==> config.mk <==
export PLATFORM = sky130hd
export DESIGN_NAME = wmmg_filter_flat
export DESIGN_NICKNAME = d
export VERILOG_FILES = /design/src/design/wmmg_pkg.sv /design/src/design/wmmg_rsp_if.sv /design/src/design/wmmg_filter.sv /design/src/flat_wrapper.sv
export SDC_FILE = /design/constraint.sdc
export NUM_CORES = 1
export LEC_CHECK = 0
export ABC_AREA = 1
export BUFFER_PORTS_ARGS = -buffer_cell sky130_fd_sc_hd__buf_2
export CAP_MARGIN = 20
export CORE_MARGIN = 2
export CORE_UTILIZATION = 45
export CTS_CLUSTER_DIAMETER = 80
export DETAILED_ROUTE_END_ITERATION = 8
export PLACE_DENSITY_LB_ADDON = 0.3
export SYNTH_ARGS = -nofsm -noshare
export SYNTH_HDL_FRONTEND = slang
export SYNTH_SLANG_ARGS = --single-unit
==> constraint.sdc <==
create_clock -name clock -period 11 [get_ports clock]
set_input_delay 0.55 -clock clock [delete_from_list [all_inputs] [get_ports clock]]
set_output_delay 0.55 -clock clock [all_outputs]
set_load 0.01 [all_outputs]
==> src/design/wmmg_pkg.sv <==
// shared constants and types for the 3x3 window filter
package wmmg_pkg;

   localparam int MAX_WIDTH    = 1024;
   localparam int MAX_CHANNELS = 3;
   localparam int MAX_HEIGHT   = 4096;
   localparam int LINE_DEPTH   = MAX_WIDTH * MAX_CHANNELS;
   localparam int LINE_ADDR_W  = $clog2(LINE_DEPTH);

   localparam int CSR_INDEX_W = 2;
   localparam int CSR_DATA_W  = 13;

   localparam logic [CSR_INDEX_W-1:0] CSR_IMAGE_WIDTH   = 2'd0;
   localparam logic [CSR_INDEX_W-1:0] CSR_IMAGE_HEIGHT  = 2'd1;
   localparam logic [CSR_INDEX_W-1:0] CSR_CHANNEL_COUNT = 2'd2;
   localparam logic [CSR_INDEX_W-1:0] CSR_FILTER_MODE   = 2'd3;

   localparam logic [1:0] MODE_MEAN   = 2'd0;
   localparam logic [1:0] MODE_MEDIAN = 2'd1;
   localparam logic [1:0] MODE_GAUSS  = 2'd2;
   localparam logic [1:0] MODE_GAUSS_ALT = 2'd3;

   // ceil(65536 / 9), exact floor division for sums up to 9 * 255
   localparam logic [12:0] MEAN_RECIP = 13'd7282;

   typedef struct packed {
      logic [8:0][7:0] pix;
      logic            run_last;
      logic            frame_last;
   } job_type;

endpackage

==> src/design/wmmg_rsp_if.sv <==
// filtered result channel
interface wmmg_rsp_if;
   logic       valid;
   logic       ready;
   logic [7:0] sample_out;
   logic       run_last;
   logic       frame_last;

   modport source (output valid, output sample_out, output run_last, output frame_last,
                   input ready);
   modport sink   (input valid, input sample_out, input run_last, input frame_last,
                   output ready);
endinterface

==> src/design/wmmg_filter.sv <==
// filter pipeline: mean, median or gaussian over one 3x3 window per word
module wmmg_filter import wmmg_pkg::*; (
   input  logic       clock,
   input  logic       reset,
   input  logic       in_valid,
   output logic       in_ready,
   input  job_type    in_job,
   input  logic [1:0] mode,
   wmmg_rsp_if.source rsp_chan
);

   function automatic logic [15:0] sort2(input logic [7:0] a, input logic [7:0] b);
      logic [15:0] r;
      r = (a > b) ? {b, a} : {a, b};
      return r;
   endfunction

   logic    f1_v_ff;
   job_type f1_job_ff;

   logic        f2_v_ff;
   logic [7:0]  f2_p_ff [9];
   logic [11:0] f2_box_ff;
   logic [11:0] f2_gauss_ff;
   logic        f2_run_ff;
   logic        f2_frame_ff;

   logic       rsp_v_ff;
   logic [7:0] rsp_sample_ff;
   logic       rsp_run_ff;
   logic       rsp_frame_ff;

   logic rsp_adv;
   logic f2_take;
   logic f1_take;

   logic [7:0]  p1 [9];
   logic [7:0]  p2 [9];
   logic [11:0] box_in;
   logic [11:0] gauss_in;
   logic [24:0] mean_prod;
   logic [7:0]  result_in;

   assign rsp_adv  = !rsp_v_ff || rsp_chan.ready;
   assign f2_take  = !f2_v_ff || rsp_adv;
   assign f1_take  = !f1_v_ff || f2_take;
   assign in_ready = f1_take;

   // first half of the median network plus both sums
   always_comb begin
      for (int i = 0; i < 9; i++) begin
         p1[i] = f1_job_ff.pix[i];
      end
      {p1[1], p1[2]} = sort2(p1[1], p1[2]);
      {p1[4], p1[5]} = sort2(p1[4], p1[5]);
      {p1[7], p1[8]} = sort2(p1[7], p1[8]);
      {p1[0], p1[1]} = sort2(p1[0], p1[1]);
      {p1[3], p1[4]} = sort2(p1[3], p1[4]);
      {p1[6], p1[7]} = sort2(p1[6], p1[7]);
      {p1[1], p1[2]} = sort2(p1[1], p1[2]);
      {p1[4], p1[5]} = sort2(p1[4], p1[5]);
      {p1[7], p1[8]} = sort2(p1[7], p1[8]);

      box_in = '0;
      for (int i = 0; i < 9; i++) begin
         box_in = box_in + 12'(f1_job_ff.pix[i]);
      end
      gauss_in = 12'(f1_job_ff.pix[0]) + 12'(f1_job_ff.pix[2])
               + 12'(f1_job_ff.pix[6]) + 12'(f1_job_ff.pix[8])
               + ((12'(f1_job_ff.pix[1]) + 12'(f1_job_ff.pix[3])
                 + 12'(f1_job_ff.pix[5]) + 12'(f1_job_ff.pix[7])) << 1)
               + (12'(f1_job_ff.pix[4]) << 2);
   end

   // second half of the median network, mean by reciprocal multiply
   always_comb begin
      for (int i = 0; i < 9; i++) begin
         p2[i] = f2_p_ff[i];
      end
      {p2[0], p2[3]} = sort2(p2[0], p2[3]);
      {p2[5], p2[8]} = sort2(p2[5], p2[8]);
      {p2[4], p2[7]} = sort2(p2[4], p2[7]);
      {p2[3], p2[6]} = sort2(p2[3], p2[6]);
      {p2[1], p2[4]} = sort2(p2[1], p2[4]);
      {p2[2], p2[5]} = sort2(p2[2], p2[5]);
      {p2[4], p2[7]} = sort2(p2[4], p2[7]);
      {p2[4], p2[2]} = sort2(p2[4], p2[2]);
      {p2[6], p2[4]} = sort2(p2[6], p2[4]);
      {p2[4], p2[2]} = sort2(p2[4], p2[2]);

      mean_prod = 25'(f2_box_ff) * 25'(MEAN_RECIP);
      unique case (mode)
         MODE_MEAN:      result_in = mean_prod[23:16];
         MODE_MEDIAN:    result_in = p2[4];
         MODE_GAUSS:     result_in = f2_gauss_ff[11:4];
         MODE_GAUSS_ALT: result_in = f2_gauss_ff[11:4];
         default:        result_in = f2_gauss_ff[11:4];
      endcase
   end

   always_ff @(posedge clock) begin
      if (reset) begin
         f1_v_ff  <= 1'b0;
         f2_v_ff  <= 1'b0;
         rsp_v_ff <= 1'b0;
      end else begin
         if (f1_take) begin
            f1_v_ff <= in_valid;
         end
         if (f2_take) begin
            f2_v_ff <= f1_v_ff;
         end
         if (rsp_adv) begin
            rsp_v_ff <= f2_v_ff;
         end
      end
   end

   always_ff @(posedge clock) begin
      if (f1_take) begin
         f1_job_ff <= in_job;
      end
      if (f2_take) begin
         f2_p_ff     <= p1;
         f2_box_ff   <= box_in;
         f2_gauss_ff <= gauss_in;
         f2_run_ff   <= f1_job_ff.run_last;
         f2_frame_ff <= f1_job_ff.frame_last;
      end
      if (rsp_adv) begin
         rsp_sample_ff <= result_in;
         rsp_run_ff    <= f2_run_ff;
         rsp_frame_ff  <= f2_frame_ff;
      end
   end

   assign rsp_chan.valid      = rsp_v_ff;
   assign rsp_chan.sample_out = rsp_sample_ff;
   assign rsp_chan.run_last   = rsp_run_ff;
   assign rsp_chan.frame_last = rsp_frame_ff;

endmodule

==> src/flat_wrapper.sv <==
// flat-port wrapper written by rule: the top's interface ports become plain ports
module wmmg_filter_flat import wmmg_pkg::*;
  (clock, reset, in_valid, in_ready, in_job, mode, rsp_chan_valid, rsp_chan_sample_out, rsp_chan_run_last, rsp_chan_frame_last, rsp_chan_ready);
  wmmg_rsp_if rsp_chan_i ();
  input  logic clock;
  input  logic reset;
  input  logic in_valid;
  output logic in_ready;
  input  job_type in_job;
  input  logic [1:0] mode;
  output wire logic [$bits(rsp_chan_i.valid)-1:0] rsp_chan_valid;
  output wire logic [$bits(rsp_chan_i.sample_out)-1:0] rsp_chan_sample_out;
  output wire logic [$bits(rsp_chan_i.run_last)-1:0] rsp_chan_run_last;
  output wire logic [$bits(rsp_chan_i.frame_last)-1:0] rsp_chan_frame_last;
  input wire logic [$bits(rsp_chan_i.ready)-1:0] rsp_chan_ready;
  assign rsp_chan_valid = rsp_chan_i.valid;
  assign rsp_chan_sample_out = rsp_chan_i.sample_out;
  assign rsp_chan_run_last = rsp_chan_i.run_last;
  assign rsp_chan_frame_last = rsp_chan_i.frame_last;
  assign rsp_chan_i.ready = rsp_chan_ready;
  wmmg_filter u_core (.clock(clock), .reset(reset), .in_valid(in_valid), .in_ready(in_ready), .in_job(in_job), .mode(mode), .rsp_chan(rsp_chan_i));
endmodule
---- Word level (Yosys, flattened, before mapping) ----
Cells that the tools add are included.
storage, ports and cells
  flip-flop bits (word level) ............. 185
  output and inout port bits .............. 12
  word-level logic and storage cells ...... 97
operators by class
  add/sub/neg operators ................... 16
  multipliers ............................. 1
  magnitude comparators ................... 19
  equal/unequal tests ..................... 3
  mux-type cells .......................... 20
  reduce and logical (&&, ||, !) cells .... 8
operators with widths
  kind                      count
  $mux W16                  15
  $gt A8 B8 Y1              19
  $add A12 B8 Y12           9
  $mux W8                   4
  $add A8 B8 Y9             3
  $pmux W8 S3               1
  $mul A12 B12 Y23 const B  1
  $add A11 B8 Y11           2
  $add A12 B10 Y12          1
  $add A12 B12 Y12          1
  $eq A2 B2 Y1 const B      2
  $logic_not A1 Y1          3
  $logic_or A1 B1 Y1        3
  $eq A2 B1 Y1 const B      1
  $logic_not A2 Y1          1
  $reduce_or A2 Y1          1

---- Longest topological paths before layout ----
Gate-level depths: netlist (run 1).
  word-level depth ........................ 13
  gate-level depth with buffers ........... 69

---- Worst setup path after synthesis (run 1) ----
No wires, ideal clock.
  path kind ............................... reg-to-reg
  start ................................... reg u_core.f2_p_ff[39] (netlist bit)
  end ..................................... reg u_core.rsp_sample_ff[6], in the netlist u_core.rsp_chan.sample_out[6], data pin
  setup time .............................. 0.262 ns
  data arrival time ....................... 8.062 ns
  required time ........................... 10.738 ns
  path slack .............................. 2.675 ns
  cell stages (with the launch flop) ...... 58
  period minus slack after synthesis ...... 8.325 ns
  cells stage by stage .................... edfxtp_1 > ha_1 > nand2_1 > nor2_2 > nand4_1 > nand2_2 > clkbuf_1 > nand2_1 > o21ai_0 > inv_1 > ha_1 > a21oi_1 > nor2_1 > a211oi_1 > nand2_2 > nand2_2 > buf_6 > nand2_2 > [... 22 more ...] > a21oi_1 > o21ai_0 > nand2_1 > a32oi_2 > clkinv_1 > or2_2 > and2_1 > ha_1 > nor2_1 > nor2_1 > o21ai_0 > nand3_1 > a21oi_1 > nand3_1 > nand2_1 > inv_1 > nand2_1 > nand3_1
between the ends
  word-level cells in the longest chain between the ends .. 13
RTL lines
  what                      line                RTL
  start: declaration        wmmg_filter.sv:22   logic [7:0] f2_p_ff [9];
  start signal: assignment  wmmg_filter.sv:124  f2_p_ff <= p1;
  $gt A8 B8 Y1              wmmg_filter.sv:14   r = (a > b) ? {b, a} : {a, b};
  $mux W16 *                wmmg_filter.sv:14
  $gt A8 B8 Y1              wmmg_filter.sv:14
  $mux W8                   wmmg_filter.sv:14
  $gt A8 B8 Y1              wmmg_filter.sv:14
  $mux W16 *                wmmg_filter.sv:14
  $gt A8 B8 Y1              wmmg_filter.sv:14
  $mux W16 *                wmmg_filter.sv:14
  $gt A8 B8 Y1              wmmg_filter.sv:14
  $mux W8                   wmmg_filter.sv:14
  $gt A8 B8 Y1              wmmg_filter.sv:14
  $mux W16 *                wmmg_filter.sv:14
  $pmux W8 S3 *             wmmg_filter.sv:92   unique case (mode)
  via u_core.result_in[6]   wmmg_filter.sv:42   logic [7:0] result_in;
  end signal: assignment    wmmg_filter.sv:131  rsp_sample_ff <= result_in;
  end: declaration          wmmg_filter.sv:29   logic [7:0] rsp_sample_ff;
The timed path passes the listed nets; every way through them passes the cells marked *.
A chain may end at the register's enable or synchronous reset.

---- Worst setup path after layout (run 1) ----
  start ................................... reg u_core.f2_p_ff[39] (netlist bit)
  end ..................................... reg u_core.rsp_sample_ff[3], in the netlist u_core.rsp_chan.sample_out[3], data pin
The elaborated chain is that of the path after synthesis.

==> report_table.html, run 1 <==
<table>
<tr><th>Metric</th><th>Value</th></tr>
<tr><th colspan="2">Status</th></tr>
<tr><td>Status</td><td>finished clean</td></tr>
<tr><th colspan="2">CTS</th></tr>
<tr><td>H-tree depth reported by CTS</td><td>4</td></tr>
<tr><td>Root buf cell</td><td>sky130_fd_sc_hd__clkbuf_16</td></tr>
<tr><td>Sinks on Clock Net</td><td>around 180</td></tr>
<tr><td>Clock insertion delay at the later pin of the skew report</td><td>0.47 ns</td></tr>
<tr><td>CTS tree</td><td>done</td></tr>
<tr><td>Number of buffers on the longest clock path</td><td>2</td></tr>
<tr><td>Clock transition time at the flip-flop clock pins of the worst setup and hold paths</td><td>~0.070 ns</td></tr>
<tr><td>CTS buffer count</td><td>17</td></tr>
<tr><th colspan="2">Floorplanning</th></tr>
<tr><td>Y dimension of the die</td><td>202 um</td></tr>
<tr><td>Core Rows</td><td>72</td></tr>
<tr><td>Starting density of the core</td><td>between 40% and 50%</td></tr>
<tr><td>Number of placed I/O pins</td><td>just over 90</td></tr>
<tr><td>Die area</td><td>0.0406 mm^2</td></tr>
<tr><td>Std-Cell Core Area</td><td>about 0.039 mm^2</td></tr>
<tr><td>Horizontal die dimension</td><td>202 um</td></tr>
<tr><th colspan="2">Yosys</th></tr>
<tr><td>Post-synthesis net count</td><td>2451</td></tr>
<tr><td>Share of synthesized area spent on multiplexers</td><td>0%</td></tr>
<tr><td>Number of synthesized flops with an enable pin</td><td>178</td></tr>
<tr><td>Area share of and/or/nand/nor cells after synthesis</td><td>13.6%</td></tr>
<tr><td>Netlist Area Pre-Place</td><td>roughly 0.018 mm^2</td></tr>
<tr><td>Avg Inst Size Synth</td><td>between 8 and 9 um^2</td></tr>
<tr><td>Share of synthesized flip-flops with an asynchronous set or reset</td><td>0%</td></tr>
<tr><td>Post-synthesis share of cell area spent on full adders, half adders and majority gates</td><td>32.2%</td></tr>
<tr><td>Post-synthesis register bit count</td><td>~180</td></tr>
<tr><td>Top cell type by total area after synthesis</td><td>sky130_fd_sc_hd__edfxtp_1</td></tr>
<tr><td>Area contributors post-synth</td><td>sky130_fd_sc_hd__edfxtp_1 (30%), sky130_fd_sc_hd__ha_1 (20%), sky130_fd_sc_hd__fa_1 (13%), sky130_fd_sc_hd__nand2_1 (8.2%), sky130_fd_sc_hd__inv_1 (7.3%)</td></tr>
<tr><td>Gate count of the mapped netlist</td><td>1985</td></tr>
<tr><td>Dominant combinational cell family by area after synthesis</td><td>adder cells</td></tr>
<tr><td>Yosys warns</td><td>0</td></tr>
<tr><td>Count of cell types in the netlist</td><td>44</td></tr>
<tr><td>Fraction of the mapped netlist area in compound gates</td><td>12.8%</td></tr>
<tr><td>Parity-gate share of the synthesized area counting xor and xnor cells</td><td>roughly 2.2%</td></tr>
<tr><td>Post-synthesis sequential area ratio</td><td>30.8%</td></tr>
<tr><td>Primary flip-flop cell chosen by synthesis mapping</td><td>sky130_fd_sc_hd__edfxtp_1</td></tr>
<tr><td>Post-synth top area share</td><td>30.4%</td></tr>
<tr><th colspan="2">Routing</th></tr>
<tr><td>Met2 wire len</td><td>21500 um</td></tr>
<tr><td>Violation count after the first detailed-route iteration</td><td>760</td></tr>
<tr><td>Via density per instance</td><td>~5.2</td></tr>
<tr><td>Met3 WL</td><td>2130 um</td></tr>
<tr><td>Final wirelength</td><td>44900 um</td></tr>
<tr><td>Via count of the routed design</td><td>approximately 14000</td></tr>
<tr><td>Total DRC errors in the routed layout</td><td>0</td></tr>
<tr><td>Average detailed-routed wire length per instance</td><td>about 17 um</td></tr>
<tr><td>Top routing layer in use</td><td>met4</td></tr>
<tr><td>Pre-Repair DR Iteration Count</td><td>5</td></tr>
<tr><td>M1 WL</td><td>19900 um</td></tr>
<tr><td>Number of nets still failing antenna checks after routing</td><td>0</td></tr>
<tr><th colspan="2">Finish</th></tr>
<tr><td>Layout cell share with drive strength beyond 1</td><td>under 10%</td></tr>
<tr><td>Leading cell type in the layout, fill and taps excluded</td><td>sky130_fd_sc_hd__nand2_1</td></tr>
<tr><td>Number of fillers in the final layout</td><td>between 3000 and 4000</td></tr>
<tr><td>Most frequent cells in the layout</td><td>sky130_fd_sc_hd__nand2_1 (384), sky130_fd_sc_hd__inv_1 (341), sky130_fd_sc_hd__ha_1 (276)</td></tr>
<tr><td>Antenna cells</td><td>0</td></tr>
<tr><td>Total Nets Final</td><td>2531</td></tr>
<tr><td>Synth-to-Final Area Change</td><td>9.52%</td></tr>
<tr><th colspan="2">Run</th></tr>
<tr><td>Max-cap viol count</td><td>0</td></tr>
<tr><th colspan="2">STA</th></tr>
<tr><td>Transition time at the pin with the least slew margin</td><td>1.13 ns</td></tr>
<tr><td>Final setup viols</td><td>0</td></tr>
<tr><td>Number of hold violations in the final report</td><td>0</td></tr>
<tr><td>Final setup skew</td><td>0.0104 ns</td></tr>
<tr><td>Unrepaired setup endpoints after global routing</td><td>no</td></tr>
<tr><td>Fin crit period</td><td>9.92 ns</td></tr>
<tr><td>Relative max-transition margin</td><td>25.0%</td></tr>
<tr><td>Final-layout setup total negative slack</td><td>0 ns</td></tr>
<tr><td>Number of max-slew violations in the final report</td><td>0</td></tr>
<tr><td>Post-route clock period utilization</td><td>90.2%</td></tr>
<tr><td>Highest clock frequency the design can meet</td><td>0.101 GHz</td></tr>
<tr><th colspan="2">GRT</th></tr>
<tr><td>Pin count of the biggest net entering global routing</td><td>86</td></tr>
<tr><td>Initial antenna violation count</td><td>0</td></tr>
<tr><td>First-pass GRT wire length</td><td>71900 um</td></tr>
<tr><td>Via count of the first global-routing pass</td><td>13631</td></tr>
<tr><td>GR Util All Layers</td><td>between 20% and 30%</td></tr>
<tr><td>Sum of overflow across all layers after global routing</td><td>0</td></tr>
<tr><th colspan="2">Placed design</th></tr>
<tr><td>Routability-driven placement congestion ratio</td><td>0.980</td></tr>
<tr><td>Half-perimeter wire length of the detailed placement result</td><td>approximately 38000 um</td></tr>
<tr><td>Input/output buffers</td><td>slightly above 90</td></tr>
<tr><th colspan="2">Setup path</th></tr>
<tr><td>Worst path bufs/invs</td><td>9</td></tr>
<tr><td>Setup crit end kind</td><td>flip-flop</td></tr>
<tr><td>Critical Path Slowest Stage Cell</td><td>sky130_fd_sc_hd__edfxtp_1</td></tr>
<tr><td>Most used cell along the critical path</td><td>sky130_fd_sc_hd__nand2_1</td></tr>
<tr><td>Critical path peak fanout</td><td>31</td></tr>
<tr><td>Worst setup path class</td><td>reg2reg</td></tr>
<tr><td>Arrival time at the worst endpoint</td><td>10.26 ns</td></tr>
<tr><td>Kind of start point of the critical path</td><td>flip-flop</td></tr>
<tr><td>Largest stage delay on the critical path</td><td>0.42 ns</td></tr>
<tr><td>Cell type group with the largest total delay on the critical path</td><td>simple AND/OR/NAND/NOR gates</td></tr>
<tr><td>CP required</td><td>11.34 ns</td></tr>
<tr><th colspan="2">Worst hold path</th></tr>
<tr><td>Hold Path Class</td><td>in2reg</td></tr>
</table>
[metrics by stage]
| stage | setup WS, ns | area [um^2] | cells | utilization (%) | hold WS [ns] |
|---|---|---|---|---|---|
| finish | 1.08 | 19200 | 2596 | 49.9 | 0.247 |
| global route | 0.0564 | 19200 | 2596 | 49.9 | 0.224 |
| global placement | 1.08 | 18600 | 2562 | 48.1 | 0.402 |
| floorplan | 2.68 | 17600 | 1985 | - | 0.400 |
| CTS | 0.727 | 19200 | 2594 | 49.8 | 0.216 |
| detailed placement | 0.779 | 18600 | 2562 | 48.1 | 0.410 |
[flip-flops by register name, indices dropped and copies added (netlist names)]
| signal | cells |
|---|---|
| u_core.f1_job_ff | 74 |
| u_core.rsp_chan.frame_last | 1 |
| u_core.f2_frame_ff | 1 |
| u_core.f1_v_ff | 1 |
| u_core.f2_run_ff | 1 |
| u_core.f2_gauss_ff | 8 |
| u_core.f2_box_ff | 12 |
| u_core.rsp_chan.run_last | 1 |
| u_core.rsp_chan.sample_out | 8 |
| u_core.f2_v_ff | 1 |
| u_core.f2_p_ff | 72 |
| u_core.rsp_chan.valid | 1 |
[logic make-up (layout without fill, tap and decap cells)]
logic type / count (synthesis) / after routing
DFF: 181 / 181
buffers and inverters: 385 / 478
xor gates and xnor gates: 45 / 45
and+or+nand+nor: 576 / 576
AOI/OAI and AO/OA: 412 / 412
adders and majority gates: 386 / 386
[routing by layer]
layer  vias to the layer above  GRT usage, %
li1                       6783             -
met5                         -             0
met1                      6402          30.5
met2                       331          38.3
met3                        65          3.39
met4                         0          8.69
[worst register-to-register path, delay by kind of cell (launching register included)]
kind,cells,cell delay [ns]
simple gates,25,3.72
fa+ha+maj,6,1.45
buf+inv,9,1.83
flops,1,0.42
compound gates,14,2.36
[synth_stat cells (all sizes together) (12+ instances only)]
master,instances
nand3,80
clkbuf,27
inv,346
nand2,398
xor2,26
fa,110
ha,276
xnor2,19
a21oi,150
nor2,76
o21bai,12
o21ai,209
edfxtp,178
[repair_timing]
| item | in CTS | in global routing |
|---|---|---|
| buffers inserted | 0 | 1 |
| endpoints found under the setup margin | 0 | 8 |
| hold buffers | 0 | 0 |
| gates resized for setup | 0 | 3 |
[final cells by class]
class	count	area [um^2]	share of cell area [%]
Tap cell	518	648	3.37
Clock buffer	20	457	2.37
Sequential cell	181	5410	28.1
Clock inverter	12	191	0.995
Multi-Input combinational cell	1419	10700	55.7
Inverter	348	1310	6.82
Timing Repair Buffer	98	512	2.66
[worst paths after layout]
path | start | endpoint | slack, ns | depth (start not counted)
setup reg to reg | u_core.f2_p_ff[39]$_DFFE_PP_ | u_core.rsp_chan.sample_out[3]$_DFFE_PP_ | 1.08 | 54
hold reg to reg | u_core.f1_job_ff[1]$_DFFE_PP_ | u_core.f2_run_ff$_DFFE_PP_ | 0.42 | 0
setup / recovery | u_core.f2_p_ff[39]$_DFFE_PP_ | u_core.rsp_chan.sample_out[3]$_DFFE_PP_ | 1.08 | 54
hold / removal | in_job[28] | u_core.f1_job_ff[28]$_DFFE_PP_ | 0.25 | 1
Power of run 1 is left out: the tool's default activity adds up to more than one toggle a clock period on the data nets, which glitch-free logic cannot reach.
==> run 2: changes to the inputs <==
--- a/config.mk
+++ b/config.mk
@@ -5,7 +5,6 @@
 export SDC_FILE = /design/constraint.sdc
 export NUM_CORES = 1
 export LEC_CHECK = 0
-export ABC_AREA = 1
 export BUFFER_PORTS_ARGS = -buffer_cell sky130_fd_sc_hd__buf_2
 export CAP_MARGIN = 20
 export CORE_MARGIN = 2
==> run 2 against run 1 <==
Core utilization increased by 1.4 points. Final cell count down 9.8%. Critical path depth increased by 3. Non-clock buffer count grew 43. Cell area grew 3.0%. Via count is 8.3% lower. Largest cell class unchanged.
==> report_table.html, run 2 <==
<table>
<tr><th>Metric</th><th>Value</th></tr>
<tr><th colspan="2">Status</th></tr>
<tr><td>Status</td><td>finished clean</td></tr>
<tr><th colspan="2">STA</th></tr>
<tr><td>Hold WS</td><td>0.251 ns</td></tr>
<tr><td>Highest clock frequency the design can meet</td><td>approximately 0.095 GHz</td></tr>
<tr><td>Transition time at the pin with the least slew margin</td><td>1.06 ns</td></tr>
<tr><td>Final setup viols</td><td>0</td></tr>
<tr><td>Relative max-transition margin</td><td>~30%</td></tr>
<tr><td>Number of max-slew violations in the final report</td><td>0</td></tr>
<tr><td>Number of hold violations in the final report</td><td>0</td></tr>
<tr><td>Final setup skew</td><td>0.0104 ns</td></tr>
<tr><td>Fin crit period</td><td>10.48 ns</td></tr>
<tr><td>Post-route clock period utilization</td><td>~95%</td></tr>
<tr><th colspan="2">Routing</th></tr>
<tr><td>Via count of the routed design</td><td>12452</td></tr>
<tr><td>Number of nets still failing antenna checks after routing</td><td>0</td></tr>
<tr><td>Average detailed-routed wire length per instance</td><td>18.7 um</td></tr>
<tr><td>Violation count after the first detailed-route iteration</td><td>854</td></tr>
<tr><td>Final wirelength</td><td>43700 um</td></tr>
<tr><td>Via density per instance</td><td>5.32</td></tr>
<tr><td>Pre-Repair DR Iteration Count</td><td>5</td></tr>
<tr><td>Total DRC errors in the routed layout</td><td>0</td></tr>
<tr><th colspan="2">Setup path</th></tr>
<tr><td>Kind of start point of the critical path</td><td>flip-flop</td></tr>
<tr><td>R2r worst-path depth</td><td>57</td></tr>
<tr><td>Largest stage delay on the critical path</td><td>between 0.4 and 0.5 ns</td></tr>
<tr><td>Setup crit end kind</td><td>flip-flop</td></tr>
<tr><td>Critical Path Slowest Stage Cell</td><td>sky130_fd_sc_hd__edfxtp_1</td></tr>
<tr><td>CP required</td><td>11.21 ns</td></tr>
<tr><td>Arrival time at the worst endpoint</td><td>10.69 ns</td></tr>
<tr><td>Worst setup path class</td><td>reg2reg</td></tr>
<tr><td>Worst r2r src</td><td>u_core.f2_p_ff[9]$_DFFE_PP_</td></tr>
<tr><td>Reg-to-reg critical path endpoint</td><td>u_core.rsp_chan.sample_out[7]$_DFFE_PP_</td></tr>
<tr><td>Most used cell along the critical path</td><td>sky130_fd_sc_hd__o21a_1</td></tr>
<tr><td>Reg2reg setup slack</td><td>roughly 0.52 ns</td></tr>
<tr><td>Critical path peak fanout</td><td>10</td></tr>
<tr><td>Origin of the worst setup path</td><td>u_core.f2_p_ff[9]$_DFFE_PP_</td></tr>
<tr><td>Capture point of the worst path</td><td>u_core.rsp_chan.sample_out[7]$_DFFE_PP_</td></tr>
<tr><th colspan="2">Yosys</th></tr>
<tr><td>Post-synthesis sequential area ratio</td><td>30.7%</td></tr>
<tr><td>Post-synth top cells</td><td>sky130_fd_sc_hd__inv_1 (303), sky130_fd_sc_hd__ha_1 (276), sky130_fd_sc_hd__edfxtp_1 (178)</td></tr>
<tr><td>Post-synthesis net count</td><td>2143</td></tr>
<tr><td>Top cell type by total area after synthesis</td><td>sky130_fd_sc_hd__edfxtp_1</td></tr>
<tr><td>Avg Inst Size Synth</td><td>~11 um^2</td></tr>
<tr><td>Share of synthesized flip-flops with an asynchronous set or reset</td><td>0%</td></tr>
<tr><td>Yosys warns</td><td>0</td></tr>
<tr><td>Gate count of the mapped netlist</td><td>1677</td></tr>
<tr><td>Primary flip-flop cell chosen by synthesis mapping</td><td>sky130_fd_sc_hd__edfxtp_1</td></tr>
<tr><td>Most frequently used cell type in the post-synthesis netlist</td><td>sky130_fd_sc_hd__inv_1</td></tr>
<tr><td>Post-synthesis register bit count</td><td>181</td></tr>
<tr><td>Count of cell types in the netlist</td><td>60</td></tr>
<tr><td>Netlist Area Pre-Place</td><td>around 0.018 mm^2</td></tr>
<tr><td>Number of synthesized flops with an enable pin</td><td>178</td></tr>
<tr><td>Post-synth top area share</td><td>30.3%</td></tr>
<tr><td>Area contributors post-synth</td><td>sky130_fd_sc_hd__edfxtp_1 (30%), sky130_fd_sc_hd__ha_1 (20%), sky130_fd_sc_hd__fa_1 (12%), sky130_fd_sc_hd__mux2i_1 (7.0%), sky130_fd_sc_hd__inv_1 (6.5%)</td></tr>
<tr><th colspan="2">CTS</th></tr>
<tr><td>Clock transition time at the flip-flop clock pins of the worst setup and hold paths</td><td>roughly 0.070 ns</td></tr>
<tr><td>Root buf cell</td><td>sky130_fd_sc_hd__clkbuf_16</td></tr>
<tr><td>CTS buffer count</td><td>17</td></tr>
<tr><td>Clock insertion delay at the later pin of the skew report</td><td>0.47 ns</td></tr>
<tr><td>Number of buffers on the longest clock path</td><td>2</td></tr>
<tr><td># hold bufs at CTS</td><td>0</td></tr>
<tr><td>H-tree depth reported by CTS</td><td>4</td></tr>
<tr><td>CTS tree</td><td>done</td></tr>
<tr><td>Sinks on Clock Net</td><td>181</td></tr>
<tr><th colspan="2">Finish</th></tr>
<tr><td>Total Nets Final</td><td>approximately 2300</td></tr>
<tr><td>Leading cell type in the layout, fill and taps excluded</td><td>sky130_fd_sc_hd__inv_1</td></tr>
<tr><td>Layout cell share with drive strength beyond 1</td><td>between 10% and 20%</td></tr>
<tr><td>Register containing the most flip-flops in the final layout</td><td>u_core.f1_job_ff</td></tr>
<tr><td>Most frequent cells in the layout</td><td>sky130_fd_sc_hd__inv_1 (301), sky130_fd_sc_hd__ha_1 (274), sky130_fd_sc_hd__edfxtp_1 (178)</td></tr>
<tr><td>Synth-to-Final Area Change</td><td>12.4%</td></tr>
<tr><td>Largest regs</td><td>u_core.f1_job_ff x74, u_core.f2_p_ff x72, u_core.f2_box_ff x12</td></tr>
<tr><td>Flip-flop count of the largest register, all copies and words added</td><td>between 70 and 80</td></tr>
<tr><td>Number of fillers in the final layout</td><td>3461</td></tr>
<tr><th colspan="2">Placed design</th></tr>
<tr><td>Routability-driven placement congestion ratio</td><td>0.934</td></tr>
<tr><td>Half-perimeter wire length of the detailed placement result</td><td>36900 um</td></tr>
<tr><td>Input/output buffers</td><td>91</td></tr>
<tr><th colspan="2">GRT</th></tr>
<tr><td>GR Util All Layers</td><td>22.0%</td></tr>
<tr><td>Pin count of the biggest net entering global routing</td><td>90</td></tr>
<tr><td>Sum of overflow across all layers after global routing</td><td>0</td></tr>
<tr><td>Via count of the first global-routing pass</td><td>between 10000 and 15000</td></tr>
<tr><td>Initial antenna violation count</td><td>2</td></tr>
<tr><td>First-pass GRT wire length</td><td>68200 um</td></tr>
<tr><th colspan="2">Floorplanning</th></tr>
<tr><td>Std-Cell Core Area</td><td>0.0386 mm^2</td></tr>
<tr><td>Starting density of the core</td><td>45.6%</td></tr>
<tr><td>Die area</td><td>0.0408 mm^2</td></tr>
<tr><td>Horizontal die dimension</td><td>202 um</td></tr>
<tr><td>Core Rows</td><td>72</td></tr>
<tr><td>Y dimension of the die</td><td>202 um</td></tr>
<tr><td>Number of placed I/O pins</td><td>92</td></tr>
<tr><th colspan="2">Run</th></tr>
<tr><td>Max-cap viol count</td><td>0</td></tr>
<tr><th colspan="2">Worst hold path</th></tr>
<tr><td>Hold Path Class</td><td>in2reg</td></tr>
</table>
==> run 2: cell count changes after synthesis, sizes merged, moves of 29 or more <==
cell	change
nand2	-349
o21ai	-144
mux2i	+126
nand3	-54
inv	-43
a21o	+36
mux2	+33
nor2b	+29
==> run 2: worst max-delay path: cells and delay by family (launching register included) <==
family                   cells  cell delay [ns]
AO/OA/AOI/OAI               26             4.65
AND/OR/NAND/NOR             16             2.02
adder cells (fa/ha/maj)      6             1.50
multiplexers                 3             0.83
buffers and inverters        6             0.77
flip-flops                   1             0.43
==> run 2: layer usage <==
layer / track usage, % / vias to the layer above / share of wire [%]
met1: 28.3 / 5998 / 43
li1: - / 6120 / -
met4: 8.67 / 2 / 3.2
met2: 37.1 / 270 / 49
met5: 0 / - / 0.030
met3: 3.76 / 62 / 4.7
==> run 2: timing repair <==
action	4_1_cts	5_1_grt
setup buffers	4	31
gates resized for setup	3	40
hold endpoints to repair	0	0
gates cloned	1	2
setup endpoints to repair	2	8
pin swaps	3	12
==> run 2: worst min path at each step <==
stage | from | end | slack (ns) | cells past startpoint
after CTS | in_job[10] | u_core.f1_job_ff[10]$_DFFE_PP_ | 0.22 | 1
after global routing | in_job[18] | u_core.f1_job_ff[18]$_DFFE_PP_ | 0.23 | 1
after floorplan | u_core.f1_job_ff[0]$_DFFE_PP_ | u_core.f2_frame_ff$_DFFE_PP_ | 0.40 | 0
final | in_job[47] | u_core.f1_job_ff[47]$_DFFE_PP_ | 0.25 | 1
after detailed placement | u_core.f2_frame_ff$_DFFE_PP_ | u_core.rsp_chan.frame_last$_DFFE_PP_ | 0.41 | 0
after global placement | u_core.f2_run_ff$_DFFE_PP_ | u_core.rsp_chan.run_last$_DFFE_PP_ | 0.40 | 0
==> run 2: cells by family (layout without fill, tap and decap cells) <==
family	after synthesis	count (layout)	share of synthesized area, %
compound gates	331	332	11.8
xor+xnor	49	49	2.43
fa+ha+maj	386	386	32.1
buf+inv	330	474	7.10
flops	181	181	30.7
mux	159	159	9.31
other cells	0	1	0
simple gates	241	241	6.62
==> run 2: cell type report <==
| type | instances | area, um^2 | share of cell area [%] |
|---|---|---|---|
| Antenna cell | 1 | 2.50 | 0.0126 |
| Clock buffer | 17 | 425 | 2.15 |
| Clock inverter | 13 | 149 | 0.752 |
| Inverter | 303 | 1140 | 5.75 |
| Multi-Input combinational cell | 1167 | 11200 | 56.5 |
| Sequential cell | 181 | 5410 | 27.3 |
| Tap cell | 518 | 648 | 3.27 |
| Timing Repair Buffer | 141 | 857 | 4.33 |
==> run 2: through the flow <==
| stage | setup slack (ns) | instance area, um^2 | std cells | setup TNS, ns | util (%) |
|---|---|---|---|---|---|
| finish | 0.515 | 19800 | 2341 | 0 | 51.3 |
| global route | -0.0973 | 19800 | 2340 | -0.178 | 51.2 |
| CTS | 0.0169 | 19400 | 2306 | 0 | 50.2 |
| detailed placement | -0.136 | 18800 | 2271 | -0.227 | 48.5 |
| global placement | 0.155 | 18800 | 2271 | 0 | 48.5 |
| floorplan | 0.0553 | 17600 | 1677 | 0 | - |
Power of run 2 is left out for the same reason.
